--- src/gost_pkg.sv ---
// Shared types, constants and round functions of the GOST block cipher.
// No dependencies; every other file but the macro header refers to it by scoped names.
package gost_pkg;

    localparam int BLOCK_W = 64;
    localparam int WORD_W  = 32;
    localparam int ROUNDS  = 32;
    localparam int NKEYS   = 8;
    localparam int KIDX_W  = 3;
    localparam int RND_W   = 5;
    localparam int ROT_L   = 11;
    localparam int ROT_R   = 21;
    localparam logic [3:0] NIB_MASK = 4'hF;

    typedef logic [WORD_W-1:0]  t_word;
    typedef logic [BLOCK_W-1:0] t_block;
    typedef logic [KIDX_W-1:0]  t_key_idx;

    // Configuration register indexes.
    typedef enum logic [2:0] {
        REG_KEY_01  = 3'd0,
        REG_KEY_23  = 3'd1,
        REG_KEY_45  = 3'd2,
        REG_KEY_67  = 3'd3,
        REG_DECRYPT = 3'd4
    } t_reg_idx;

    // Key material and mode as seen by the round cells.
    typedef struct packed {
        logic [NKEYS-1:0][WORD_W-1:0] words;
        logic                         decrypt;
    } t_key_state;

    // Row 0 serves the top nibble, row 7 the bottom nibble.
    localparam logic [3:0] SBOX [8][16] = '{
        '{4'd14, 4'd4,  4'd13, 4'd1,  4'd2,  4'd15, 4'd11, 4'd8,
          4'd3,  4'd10, 4'd6,  4'd12, 4'd5,  4'd9,  4'd0,  4'd7},
        '{4'd15, 4'd1,  4'd8,  4'd14, 4'd6,  4'd11, 4'd3,  4'd4,
          4'd9,  4'd7,  4'd2,  4'd13, 4'd12, 4'd0,  4'd5,  4'd10},
        '{4'd10, 4'd0,  4'd9,  4'd14, 4'd6,  4'd3,  4'd15, 4'd5,
          4'd1,  4'd13, 4'd12, 4'd7,  4'd11, 4'd4,  4'd2,  4'd8},
        '{4'd7,  4'd13, 4'd14, 4'd3,  4'd0,  4'd6,  4'd9,  4'd10,
          4'd1,  4'd2,  4'd8,  4'd5,  4'd11, 4'd12, 4'd4,  4'd15},
        '{4'd2,  4'd12, 4'd4,  4'd1,  4'd7,  4'd10, 4'd11, 4'd6,
          4'd8,  4'd5,  4'd3,  4'd15, 4'd13, 4'd0,  4'd14, 4'd9},
        '{4'd12, 4'd1,  4'd10, 4'd15, 4'd9,  4'd2,  4'd6,  4'd8,
          4'd0,  4'd13, 4'd3,  4'd4,  4'd14, 4'd7,  4'd5,  4'd11},
        '{4'd4,  4'd11, 4'd2,  4'd14, 4'd15, 4'd0,  4'd8,  4'd13,
          4'd3,  4'd12, 4'd9,  4'd7,  4'd5,  4'd10, 4'd6,  4'd1},
        '{4'd13, 4'd2,  4'd8,  4'd4,  4'd6,  4'd15, 4'd11, 4'd1,
          4'd10, 4'd9,  4'd3,  4'd14, 4'd5,  4'd0,  4'd12, 4'd7}
    };

    localparam logic [KIDX_W-1:0] KEY_ORDER [ROUNDS] = '{
        3'd0, 3'd1, 3'd2, 3'd3, 3'd4, 3'd5, 3'd6, 3'd7,
        3'd0, 3'd1, 3'd2, 3'd3, 3'd4, 3'd5, 3'd6, 3'd7,
        3'd0, 3'd1, 3'd2, 3'd3, 3'd4, 3'd5, 3'd6, 3'd7,
        3'd7, 3'd6, 3'd5, 3'd4, 3'd3, 3'd2, 3'd1, 3'd0
    };

    // Key word used by a given round position; decryption walks the order backward.
    function automatic t_key_idx key_index(input logic [RND_W-1:0] rnd, input logic decrypt);
        logic [RND_W-1:0] pos;
        pos = decrypt ? ~rnd : rnd;
        return KEY_ORDER[pos];
    endfunction

    function automatic t_word substitute(input t_word x);
        t_word y;
        y = '0;
        for (int n = 0; n < 8; n++) begin
            y[WORD_W-1-4*n -: 4] = SBOX[n][x[WORD_W-1-4*n -: 4] & NIB_MASK];
        end
        return y;
    endfunction

    function automatic t_word round_fn(input t_word r, input t_word k);
        t_word t;
        t = substitute(r + k);
        return (t << ROT_L) | (t >> ROT_R);
    endfunction

endpackage

--- src/gost_round_cell.sv ---
// One Feistel round of the cipher with its pipeline register.
// Depends on gost_pkg.
module gost_round_cell (
    input  logic               i_clk,
    input  logic               i_rst_n,
    input  logic               i_advance,
    input  logic               i_valid,
    input  gost_pkg::t_word    i_r,
    input  gost_pkg::t_word    i_l,
    input  gost_pkg::t_word    i_key,
    output logic               o_valid,
    output gost_pkg::t_word    o_r,
    output gost_pkg::t_word    o_l
);

    logic            r_valid;
    gost_pkg::t_word r_r;
    gost_pkg::t_word r_l;
    gost_pkg::t_word n_r;

    assign n_r = gost_pkg::round_fn(i_r, i_key) ^ i_l;

    always_ff @(posedge i_clk) begin
        if (!i_rst_n) begin
            r_valid <= 1'b0;
        end else if (i_advance) begin
            r_valid <= i_valid;
        end
    end

    always_ff @(posedge i_clk) begin
        if (i_advance) begin
            r_r <= n_r;
            r_l <= i_r;
        end
    end

    assign o_valid = r_valid;
    assign o_r     = r_r;
    assign o_l     = r_l;

endmodule

--- config.mk ---
export PLATFORM = sky130hd
export DESIGN_NAME = gost_round_cell
export DESIGN_NICKNAME = d
export VERILOG_FILES = /design/src/gost_pkg.sv /design/src/gost_round_cell.sv
export SDC_FILE = /design/constraint.sdc
export NUM_CORES = 1
export LEC_CHECK = 0
export ABC_AREA = 0
export BUFFER_PORTS_ARGS = -buffer_cell sky130_fd_sc_hd__buf_2
export CAP_MARGIN = 20
export CELL_PAD_IN_SITES_DETAIL_PLACEMENT = 2
export CELL_PAD_IN_SITES_GLOBAL_PLACEMENT = 2
export CORE_ASPECT_RATIO = 1.25
export CORE_MARGIN = 3
export CORE_UTILIZATION = 25
export CTS_BUF_LIST = sky130_fd_sc_hd__clkbuf_8
export DETAILED_ROUTE_END_ITERATION = 8
export GPL_TIMING_DRIVEN = 0
export PLACE_DENSITY_LB_ADDON = 0.2
export SKIP_CTS_REPAIR_TIMING = 1
export SYNTH_ARGS = -nofsm -noshare
export SYNTH_HDL_FRONTEND = slang
export SYNTH_SLANG_ARGS = --single-unit
--- constraint.sdc ---
create_clock -name i_clk -period 13.15 [get_ports i_clk]
set_clock_uncertainty 0.05 [all_clocks]
set_input_delay 2.63 -clock i_clk [delete_from_list [all_inputs] [get_ports i_clk]]
set_output_delay 2.63 -clock i_clk [all_outputs]
set_load 0.1 [all_outputs]
==> summary.txt <==
Mapped Area: 5530 µm²
worst min path class: reg -> reg
Crit path required time: 13.23 ns
max cap viols: 0
Chip Width: 139 µm
Max-Slew Margin vs Limit: 40.4%
vias in the first global route: 4,920
Die Ht: 172 µm
number of synthesized register bits: 65
r2r setup slk: 12.49 ns
CORE AREA: 21,600 µm²
Max FO, Critical Path: 5
total power: 1.17 mW
Final HPWL DP: 13.1 mm
clk root buf: clkbuf_8
Total Nets Final: 837
Synth top cells by count: 69 x ha_1, 64 x edfxtp_1, 38 x xnor2_1
Max VDD drop: 81.2 µV
vias post-DR: 4,420
Multi-input gate area: 3400 µm²
Main synth FF type: edfxtp_1
Setup Crit Path Kind: in -> reg
status: finished, final reports clean
DRT iter0 DRCs: 113
row count: 60
Hold Fails Final Rpt: 0
WL final: 15.9 mm
Critical Path Sink Type: register
clock latency on the worst-skew pair: 0.36 ns
WHS: 0.494 ns
Cells after Synth: 492
clock-pin slew on the worst setup and hold paths: 0.08 ns
post-synthesis cell type count: 65
CTS buffer count: 9
async set or reset register ratio after synthesis: 0%
Arr. time, crit path: 6.48 ns
largest net degree at the start of global routing: 66
Syn Nets: 662
pwr dens: 170 nW/µm²
synthesized area per cell: 11.2 µm²
clock sink total: 65
first-pass GRT wire length: 25.6 mm
startpoint types: input port
First-pass DRT Iterations: 4
final core utilization: 31.8%
count leader, synth: ha_1
Port Buf Inserts: 164
routability cong.: 0.810
leakage power total: 3.08 nW
sequential cell area: 1940 µm²
H-tree depth: 3
FMAX: 156 MHz
crit path time final: 6.41 ns
Area contributors post-synth: edfxtp_1 35%, ha_1 16%, xnor2_1 6.0%
post-synth top area cell: edfxtp_1
Slew @ Worst Pin: 0.894 ns
EDFF count, synth: 64
share of post-route cells with drive strength above 1: 32.6%
CTS Buffer Depth: 2
final setup fails: 0
post-route ant nets: 0
grt ovf: 0
Yosys top cell area share: 34.8%
# DRC: 0
Starting Density: 25.6%
max-slew violations: 0
Tot GR Track Use: 13.4%
DR WL/cell: 16.7 µm
RSZ-0062 raised after global routing: false
vias per cell: 4.64
initial antenna violation count: 0
sequential share of the synthesized area: 35.1%
Die Area: 24,000 µm²
setup TNS: 0 ns
final worst-path cycle share: 48.7%
Area Growth Syn to Fin: 24.5%
IO Pins: 165
Yosys warning count: 0
CTS tree: done
fill count: 2,397
## where the power goes
part	internal (mW)	switching [mW]	total, mW
Clock	0.0844	0.0869	0.171
Combinational	0.190	0.511	0.701
Sequential	0.287	0.00975	0.296
Total	0.561	0.608	1.17
## stage by stage
step,area [µm²],instances,worst slack (ns)
after floorplan,5530,492,7.18
after global placement,6700,935,6.36
after detailed placement,6700,935,6.26
after CTS,6880,951,6.66
after global routing,6880,951,6.46
final,6880,952,6.74
## flip-flops by register name, summed over array words and instances (netlist names)
register and count:
o_l 32, o_r 32, o_valid 1
## cells by family after synthesis
logic type      share of synthesized area, %
buf+inv                                 3.35
xor+xnor                                12.2
simple gates                            8.08
flops                                   35.1
mux                                     8.53
fa+ha+maj                               16.0
compound gates                          16.7
## per-layer routing
layer / track usage, % / share of wire (%) / up-vias
li1: - / - / 2167
met1: 15.6 / 42 / 2133
met2: 24.8 / 52 / 108
met3: 2.46 / 4.2 / 12
met4: 4.60 / 1.5 / 0
met5: 0 / 0 / -
## final timing paths
path	start	cells after the start	to
min reg2reg	o_valid	2	o_valid
max	i_r[0]	15	o_r[3]
min	o_valid	2	o_valid
max reg2reg	o_valid	2	o_valid
## worst max-delay path, cell delays in order
cell,delay [ns]
buf_2,0.11
ha_1,0.24
inv_1,0.08
fa_1,0.23
and2b_1,0.22
o2111ai_1,0.33
a211oi_2,0.16
a2111oi_2,0.56
o21ai_0,0.20
a21oi_1,0.21
xor2_1,0.37
inv_1,0.17
ha_1,0.35
mux4_2,0.49
xnor2_1,0.14
## area by class of cell
| cell class | instances | share of cell area (%) |
|---|---|---|
| repair buffers | 164 | 12.0 |
| clock inverters | 7 | 0.800 |
| inverters | 37 | 2.02 |
| well taps | 279 | 5.07 |
| multi-input cells | 379 | 49.4 |
| plain buffers | 11 | 0.672 |
| clock buffers | 9 | 1.80 |
| diodes | 1 | 0.0364 |
| flip-flops and latches | 65 | 28.2 |
## cells in the final DEF, fill, tap and decap left out, types with 5 or more instances in the layout
cell      instances
nor2_1           20
clkbuf_8          9
ha_1             69
a21o_1           19
o21ai_0          16
o21bai_1          5
mux4_2           11
a21oi_1          27
nand4_1           5
nand2b_1          5
nand3_1          11
clkbuf_1          7
xnor2_1          38
edfxtp_1         64
nand2_1          20
mux2i_1          19
buf_2           167
xor2_1           25
nor3_1            5
inv_1            40
and3_1            8
(Power assumes the default switching activity.)
