[src/gost_pkg.sv]
// Shared types, constants and round functions of the GOST block cipher.
// No dependencies; every other file but the macro header refers to it by scoped names.
package gost_pkg;

    localparam int BLOCK_W = 64;
    localparam int WORD_W  = 32;
    localparam int ROUNDS  = 32;
    localparam int NKEYS   = 8;
    localparam int KIDX_W  = 3;
    localparam int RND_W   = 5;
    localparam int ROT_L   = 11;
    localparam int ROT_R   = 21;
    localparam logic [3:0] NIB_MASK = 4'hF;

    typedef logic [WORD_W-1:0]  t_word;
    typedef logic [BLOCK_W-1:0] t_block;
    typedef logic [KIDX_W-1:0]  t_key_idx;

    // Configuration register indexes.
    typedef enum logic [2:0] {
        REG_KEY_01  = 3'd0,
        REG_KEY_23  = 3'd1,
        REG_KEY_45  = 3'd2,
        REG_KEY_67  = 3'd3,
        REG_DECRYPT = 3'd4
    } t_reg_idx;

    // Key material and mode as seen by the round cells.
    typedef struct packed {
        logic [NKEYS-1:0][WORD_W-1:0] words;
        logic                         decrypt;
    } t_key_state;

    // Row 0 serves the top nibble, row 7 the bottom nibble.
    localparam logic [3:0] SBOX [8][16] = '{
        '{4'd14, 4'd4,  4'd13, 4'd1,  4'd2,  4'd15, 4'd11, 4'd8,
          4'd3,  4'd10, 4'd6,  4'd12, 4'd5,  4'd9,  4'd0,  4'd7},
        '{4'd15, 4'd1,  4'd8,  4'd14, 4'd6,  4'd11, 4'd3,  4'd4,
          4'd9,  4'd7,  4'd2,  4'd13, 4'd12, 4'd0,  4'd5,  4'd10},
        '{4'd10, 4'd0,  4'd9,  4'd14, 4'd6,  4'd3,  4'd15, 4'd5,
          4'd1,  4'd13, 4'd12, 4'd7,  4'd11, 4'd4,  4'd2,  4'd8},
        '{4'd7,  4'd13, 4'd14, 4'd3,  4'd0,  4'd6,  4'd9,  4'd10,
          4'd1,  4'd2,  4'd8,  4'd5,  4'd11, 4'd12, 4'd4,  4'd15},
        '{4'd2,  4'd12, 4'd4,  4'd1,  4'd7,  4'd10, 4'd11, 4'd6,
          4'd8,  4'd5,  4'd3,  4'd15, 4'd13, 4'd0,  4'd14, 4'd9},
        '{4'd12, 4'd1,  4'd10, 4'd15, 4'd9,  4'd2,  4'd6,  4'd8,
          4'd0,  4'd13, 4'd3,  4'd4,  4'd14, 4'd7,  4'd5,  4'd11},
        '{4'd4,  4'd11, 4'd2,  4'd14, 4'd15, 4'd0,  4'd8,  4'd13,
          4'd3,  4'd12, 4'd9,  4'd7,  4'd5,  4'd10, 4'd6,  4'd1},
        '{4'd13, 4'd2,  4'd8,  4'd4,  4'd6,  4'd15, 4'd11, 4'd1,
          4'd10, 4'd9,  4'd3,  4'd14, 4'd5,  4'd0,  4'd12, 4'd7}
    };

    localparam logic [KIDX_W-1:0] KEY_ORDER [ROUNDS] = '{
        3'd0, 3'd1, 3'd2, 3'd3, 3'd4, 3'd5, 3'd6, 3'd7,
        3'd0, 3'd1, 3'd2, 3'd3, 3'd4, 3'd5, 3'd6, 3'd7,
        3'd0, 3'd1, 3'd2, 3'd3, 3'd4, 3'd5, 3'd6, 3'd7,
        3'd7, 3'd6, 3'd5, 3'd4, 3'd3, 3'd2, 3'd1, 3'd0
    };

    // Key word used by a given round position; decryption walks the order backward.
    function automatic t_key_idx key_index(input logic [RND_W-1:0] rnd, input logic decrypt);
        logic [RND_W-1:0] pos;
        pos = decrypt ? ~rnd : rnd;
        return KEY_ORDER[pos];
    endfunction

    function automatic t_word substitute(input t_word x);
        t_word y;
        y = '0;
        for (int n = 0; n < 8; n++) begin
            y[WORD_W-1-4*n -: 4] = SBOX[n][x[WORD_W-1-4*n -: 4] & NIB_MASK];
        end
        return y;
    endfunction

    function automatic t_word round_fn(input t_word r, input t_word k);
        t_word t;
        t = substitute(r + k);
        return (t << ROT_L) | (t >> ROT_R);
    endfunction

endpackage

[src/gost_key_store.sv]
// Configuration registers of the cipher: eight key words and the mode bit.
// Depends on gost_pkg.
module gost_key_store (
    input  logic                  i_clk,
    input  logic                  i_rst_n,
    input  logic                  i_wr_en,
    input  logic [2:0]            i_wr_index,
    input  gost_pkg::t_block      i_wr_data,
    output gost_pkg::t_key_state  o_keys
);

    gost_pkg::t_key_state r_keys;
    gost_pkg::t_key_state n_keys;

    always_comb begin
        n_keys = r_keys;
        if (i_wr_en) begin
            case (i_wr_index)
                gost_pkg::REG_KEY_01: begin
                    n_keys.words[0] = i_wr_data[63:32];
                    n_keys.words[1] = i_wr_data[31:0];
                end
                gost_pkg::REG_KEY_23: begin
                    n_keys.words[2] = i_wr_data[63:32];
                    n_keys.words[3] = i_wr_data[31:0];
                end
                gost_pkg::REG_KEY_45: begin
                    n_keys.words[4] = i_wr_data[63:32];
                    n_keys.words[5] = i_wr_data[31:0];
                end
                gost_pkg::REG_KEY_67: begin
                    n_keys.words[6] = i_wr_data[63:32];
                    n_keys.words[7] = i_wr_data[31:0];
                end
                gost_pkg::REG_DECRYPT: begin
                    n_keys.decrypt = i_wr_data[0];
                end
                default: begin
                end
            endcase
        end
    end

    always_ff @(posedge i_clk) begin
        if (!i_rst_n) begin
            r_keys <= '0;
        end else begin
            r_keys <= n_keys;
        end
    end

    assign o_keys = r_keys;

endmodule

[config.mk]
export PLATFORM = sky130hd
export DESIGN_NAME = gost_key_store
export DESIGN_NICKNAME = d
export VERILOG_FILES = /design/src/gost_pkg.sv /design/src/gost_key_store.sv
export SDC_FILE = /design/constraint.sdc
export NUM_CORES = 1
export LEC_CHECK = 0
export BUFFER_PORTS_ARGS = -buffer_cell sky130_fd_sc_hd__buf_2
export CORE_MARGIN = 10
export CORE_UTILIZATION = 45
export DETAILED_ROUTE_END_ITERATION = 8
export GPL_TIMING_DRIVEN = 0
export PLACE_DENSITY = 0.73
export SLEW_MARGIN = 15
export SYNTH_ARGS = -nofsm -noshare
export SYNTH_HDL_FRONTEND = slang
export SYNTH_SLANG_ARGS = --single-unit
[constraint.sdc]
create_clock -name i_clk -period 2.5 [get_ports i_clk]
set_clock_uncertainty 0.2 [all_clocks]
set_input_delay 0.125 -clock i_clk [delete_from_list [all_inputs] [get_ports i_clk]]
set_output_delay 0.125 -clock i_clk [all_outputs]
set_load 0.02 [all_outputs]
==> impl_metrics.py, run 1 <==
metrics = {
    "outcome": {
        "outcome": "finished, final reports clean",
    },
    "worst_hold_path": {
        "holdCritPathClass": "input pin to register",
        "hold_depth": 4,
    },
    "power": {
        "total_leakage_power_nw": 7.08,
        "p_per_area_nw_per_um2": 693,
        "vdd.ir_drop.worst_mv": 0.584,
        "total_power_mw": 9.06,
    },
    "floorplan": {
        "start_util_pct": 45.5,
        "io_pins": 327,
        "core_area_um2": 20900,
        "die_w_um": 165,
        "dieArea_um2": 27400,
        "die_height_um": 165,
        "rows": 53,
    },
    "detailed_routing": {
        "wl_per_cell_um": 19.0,
        "drt.antenna.violating_nets": 0,
        "drtPass1Iterations": 5,
        "num_vias": 8021,
        "drtIter0Drc": 429,
        "viasPerCell": 4.95,
        "finalWirelength_um": 30700,
        "drc": 0,
    },
    "global_route": {
        "grt_start_max_net_pins": 14,
        "overflow": 0,
        "antenna_found_initial": 1,
        "grt_pass1_wl_um": 46400,
        "gr-usage-all-layers_pct": 21.2,
        "grt_pass1_vias": 8249,
    },
    "critical_path": {
        "slowest_stage": "dlygate4sd3_1",
        "critPathLaunchType": "input pin",
        "cp.required_ns": 2.74,
        "cp_max_fo": 10,
        "path_delay_family": "buffers and inverters",
        "r2r_cells": 2,
        "cp-end-kind": "register",
        "cpPeakStageDelay_ns": 0.63,
        "crit_arrival_ns": 2.27,
        "path_buf_inv": 5,
        "worstSetupPathDepth": 7,
        "worstPathCellList": "dlygate4sd3_1 > buf_2 > nor4b_4 > dlygate4sd3_1 > buf_12 > buf_12 > mux2i_1",
        "worstSetupPathType": "input pin to register",
        "reg2reg_slack_ns": 1.64,
    },
    "synthesis": {
        "synth_cells": 904,
        "synth_area_um2": 9510,
        "synthTopCellsByArea": "dfxtp_1, mux2i_1, nand2_1",
        "synth-seq-cells": 257,
        "synth_cell_types": 12,
        "synth_top_area_cell": "dfxtp_1",
        "synth_top_area_share_pct": 54.1,
        "syn_area_per_cell_um2": 10.5,
        "synthesis.nets": 974,
        "yosysSeqAreaShare_pct": 54.1,
        "yosys_warnings": 0,
    },
    "cts": {
        "hold_buffers": 69,
        "tritoncts": "done",
        "post_cts.repair.setup_buffers": 0,
        "clk_pin_slew_worst_paths_ns": 0.06,
        "clock-root-buffer": "clkbuf_16",
        "clockBufferDepth": 3,
        "ctsHtreeMaxLevel": 1,
        "cts-buffers-inserted": 27,
        "cts.sinks": 257,
        "clock_latency_ns": 0.51,
        "cts_resized": 0,
    },
    "timing": {
        "rsz0062_at_grt": "false",
        "setup_viol": 0,
        "relSlewSlack_pct": 60.4,
        "tightest_slew_ns": 0.594,
        "slew_viol_final": 0,
        "fmax_ghz": 0.493,
        "final.min_clock_period_ns": 2.03,
        "period_share_pct": 81.2,
        "final_hold_viol_count": 0,
        "final.setup.tns_ns": 0,
    },
    "finish": {
        "fillers": 1688,
        "drive_gt1_share_pct": 30.9,
        "largest_reg_flops": 257,
        "fin_area_um2": 13100,
        "area_growth_syn_to_layout_pct": 37.5,
        "register_area_um2": 5140,
        "finalNetCount": 1397,
        "multi_input_area_um2": 3840,
    },
    "place": {
        "dpl_cell_area_um2": 11500,
        "dpl.hpwl_um": 22000,
        "io_buffers": 325,
        "gp_congestion": 0.818,
    },
    "job": {
        "cap_violations": 0,
    },
}
==> routing by layer <==
layer  part of all wire (%)  GRT usage [%]  wire length (um)
met4                    3.7           7.82              1130
met1                     39           24.5             12100
met3                    7.9           5.80              2430
met2                     49           36.7             15000
met5                      0              0                 0
==> Yosys cell counts, drive strengths merged <==
cell type and number:
nand4bb 2, dfxtp 257, mux2i 257, buf 45, nand4b 1, and4bb 1, clkbuf 19, nor4b 1
nand2 321
==> worst register-to-register path: cells and delay by family (launching register included) <==
family | cells | cell delay [ns]
DFF | 1 | 0.37
muxes | 1 | 0.16
and+or+nand+nor | 1 | 0.07
==> per-stage QoR <==
| stage | std cells | hold slack, ns | setup slack, ns | utilization, % |
|---|---|---|---|---|
| 5_1_grt | 1620 | 0.163 | 0.375 | 62.6 |
| 6_report | 1620 | 0.125 | 0.470 | 62.6 |
| 3_3_place_gp | 1504 | 0.240 | 0.904 | 55.0 |
| 2_1_floorplan | 904 | 0.129 | 1.31 | - |
| 3_5_place_dp | 1504 | 0.247 | 0.844 | 55.0 |
| 4_1_cts | 1619 | 0.0855 | 0.489 | 62.6 |
==> final timing paths <==
kind | from | endpoint
max | i_wr_index[1] | o_keys[45]
min | i_rst_n | o_keys[234]
max reg2reg | o_keys[190] | o_keys[190]
min reg2reg | o_keys[99] | o_keys[99]
==> layout by cell type (no fill, tap or decap) <==
cell type,instances
dlygate4sd3_1,69
clkbuf_16,27
buf_6,18
clkbuf_1,22
bufinv_16,3
diode_2,1
mux2i_1,257
buf_12,7
dfxtp_1,257
nand2_1,321
nor4b_4,1
nand4b_1,1
clkbuf_8,6
buf_4,3
buf_2,342
clkinv_4,1
clkinv_2,4
clkinvlp_4,2
and4bb_2,1
nand4bb_1,2
==> report_power, final <==
part	internal, mW	total (mW)	switching, mW	leakage (nW)
Clock	2.45	4.05	1.60	0.442
Sequential	4.19	4.23	0.0480	2.08
Combinational	0.305	0.772	0.467	4.56
Total	6.95	9.06	2.11	7.08
==> final cells by class <==
| cell class | instances | share of cell area (%) |
|---|---|---|
| Antenna cell | 1 | 0.0191 |
| Buffer | 64 | 3.99 |
| Multi-Input combinational cell | 583 | 29.4 |
| Sequential cell | 257 | 39.3 |
| Clock inverter | 10 | 1.02 |
| Clock buffer | 36 | 5.88 |
| Tap cell | 275 | 2.63 |
| Timing Repair Buffer | 394 | 17.7 |
==> kinds of logic (layout without fill, tap and decap cells) <==
kind of cell / after synthesis / after routing / synth area share, %
buf+inv: 64 / 504 / 5.49
other cells: 0 / 1 / 0
simple gates: 326 / 326 / 13.4
mux: 257 / 257 / 27.0
flops: 257 / 257 / 54.1
Power figures use the tool's default switching activity.
==> run 2, diff against run 1 <==
==> constraint.sdc (replaced) <==
create_clock -name i_clk -period 2 [get_ports i_clk]
set_clock_uncertainty 0.2 [all_clocks]
set_input_delay 0.1 -clock i_clk [delete_from_list [all_inputs] [get_ports i_clk]]
set_output_delay 0.1 -clock i_clk [all_outputs]
set_load 0.02 [all_outputs]
==> run 2 against run 1 <==
Compared with the run above:
- final cell count about the same
- final area barely moved
- worst setup slack improved by 0.053 ns
- die area stayed put
- critical path depth fell by 1
- combinational power up 25%
- hold slack got worse by 0.018 ns
- clock power grew 25%
- via count grew 0.24%
==> impl_metrics.py, run 2 (synthesis results as in run 1) <==
metrics = {
    "outcome": {
        "outcome": "finished, final reports clean",
    },
    "floorplan": {
        "io_pins": 327,
        "core_area_um2": 20900,
        "die_height_um": 165,
        "rows": 53,
        "die_w_um": 165,
        "start_util_pct": 45.5,
        "dieArea_um2": 27400,
    },
    "critical_path": {
        "worstSetupPathType": "input pin to register",
        "crit_arrival_ns": 1.72,
        "critPathLaunchType": "input pin",
        "r2r_cells": 2,
        "cp.required_ns": 2.24,
        "cp_max_fo": 10,
        "cp-end-kind": "register",
    },
    "cts": {
        "tritoncts": "done",
        "cts-buffers-inserted": 27,
        "cts.sinks": 257,
        "clk_pin_slew_worst_paths_ns": 0.06,
        "clock_latency_ns": 0.51,
        "cts_resized": 0,
        "clock-root-buffer": "clkbuf_16",
        "ctsHtreeMaxLevel": 1,
        "hold_buffers": 68,
        "post_cts.repair.setup_buffers": 0,
        "clockBufferDepth": 3,
    },
    "finish": {
        "register_area_um2": 5140,
        "fillers": 1689,
        "drive_gt1_share_pct": 30.9,
        "final_cell_mix": "buf_2, nand2_1, mux2i_1, dfxtp_1, dlygate4sd3_1",
        "area_growth_syn_to_layout_pct": 37.4,
        "multi_input_area_um2": 3840,
        "fin_util_pct": 62.6,
        "final_common_cell": "buf_2",
        "finalNetCount": 1396,
        "largest_reg_flops": 257,
    },
    "timing": {
        "worst_hold_slack_ns": 0.107,
        "fmax_ghz": 0.677,
        "setup_viol": 0,
        "relSlewSlack_pct": 60.4,
        "tightest_slew_ns": 0.594,
        "slew_viol_final": 0,
        "final_hold_viol_count": 0,
        "period_share_pct": 73.8,
        "final.min_clock_period_ns": 1.48,
        "final.setup.tns_ns": 0,
        "rsz0062_at_grt": "false",
    },
    "global_route": {
        "met1_usage_pct": 24.6,
        "grt_start_max_net_pins": 14,
        "busiest_layer": "met2",
        "overflow": 0,
        "grt_pass1_wl_um": 46400,
        "grt.met2_usage_pct": 36.6,
        "gr-usage-all-layers_pct": 21.2,
        "use_met3_pct": 5.80,
        "antenna_found_initial": 1,
        "grt_pass1_vias": 8241,
    },
    "detailed_routing": {
        "drt.antenna.violating_nets": 0,
        "drc": 0,
        "wl_per_cell_um": 19.0,
        "drtPass1Iterations": 5,
        "drtIter0Drc": 434,
        "num_vias": 8040,
        "viasPerCell": 4.97,
        "finalWirelength_um": 30700,
    },
    "worst_hold_path": {
        "hold_depth": 4,
        "holdCritPathClass": "input pin to register",
    },
    "place": {
        "dpl.hpwl_um": 22000,
        "io_buffers": 325,
        "gp_congestion": 0.818,
    },
    "power": {
        "vdd.ir_drop.worst_mv": 0.730,
        "total_power_mw": 11.3,
        "total_leakage_power_nw": 7.08,
        "p_per_area_nw_per_um2": 866,
    },
    "job": {
        "cap_violations": 0,
    },
}
==> run 2: per-stage QoR <==
stage / worst slack, ns / std cells / instance area [um2]
after detailed placement: 0.369 / 1504 / 11500
final: 0.523 / 1619 / 13100
after global placement: 0.429 / 1504 / 11500
after CTS: 0.530 / 1618 / 13100
after global routing: 0.424 / 1619 / 13100
after floorplan: 0.837 / 904 / 9510
==> run 2: worst paths after layout <==
path                       from           to  slack [ns]
setup / recovery  i_wr_index[1]   o_keys[45]        0.52
hold / removal          i_rst_n  o_keys[106]        0.11
setup reg to reg    o_keys[190]  o_keys[190]        1.14
hold reg to reg      o_keys[99]   o_keys[99]        0.25
==> run 2: routing by layer <==
layer,vias up,part of all wire [%]
li1,3824,-
met1,3854,39
met2,287,49
met3,75,8.2
met4,0,3.8
met5,-,0
==> run 2: area by class of cell <==
type,count,share of cell area (%)
repair buffers,393,17.7
well taps,275,2.63
flip-flops and latches,257,39.4
multi-input cells,583,29.4
plain buffers,64,3.99
diodes,1,0.0191
clock inverters,10,1.02
clock buffers,36,5.89
==> run 2: worst max-delay path, cell delays in order <==
cell           delay, ns
dlygate4sd3_1       0.55
buf_2               0.16
nor4b_4             0.32
buf_12              0.22
buf_12              0.16
mux2i_1             0.19
==> run 2: report_power, final <==
part / internal [mW] / switching, mW
logic: 0.381 / 0.584
registers: 5.23 / 0.0600
clock network: 3.07 / 2.00
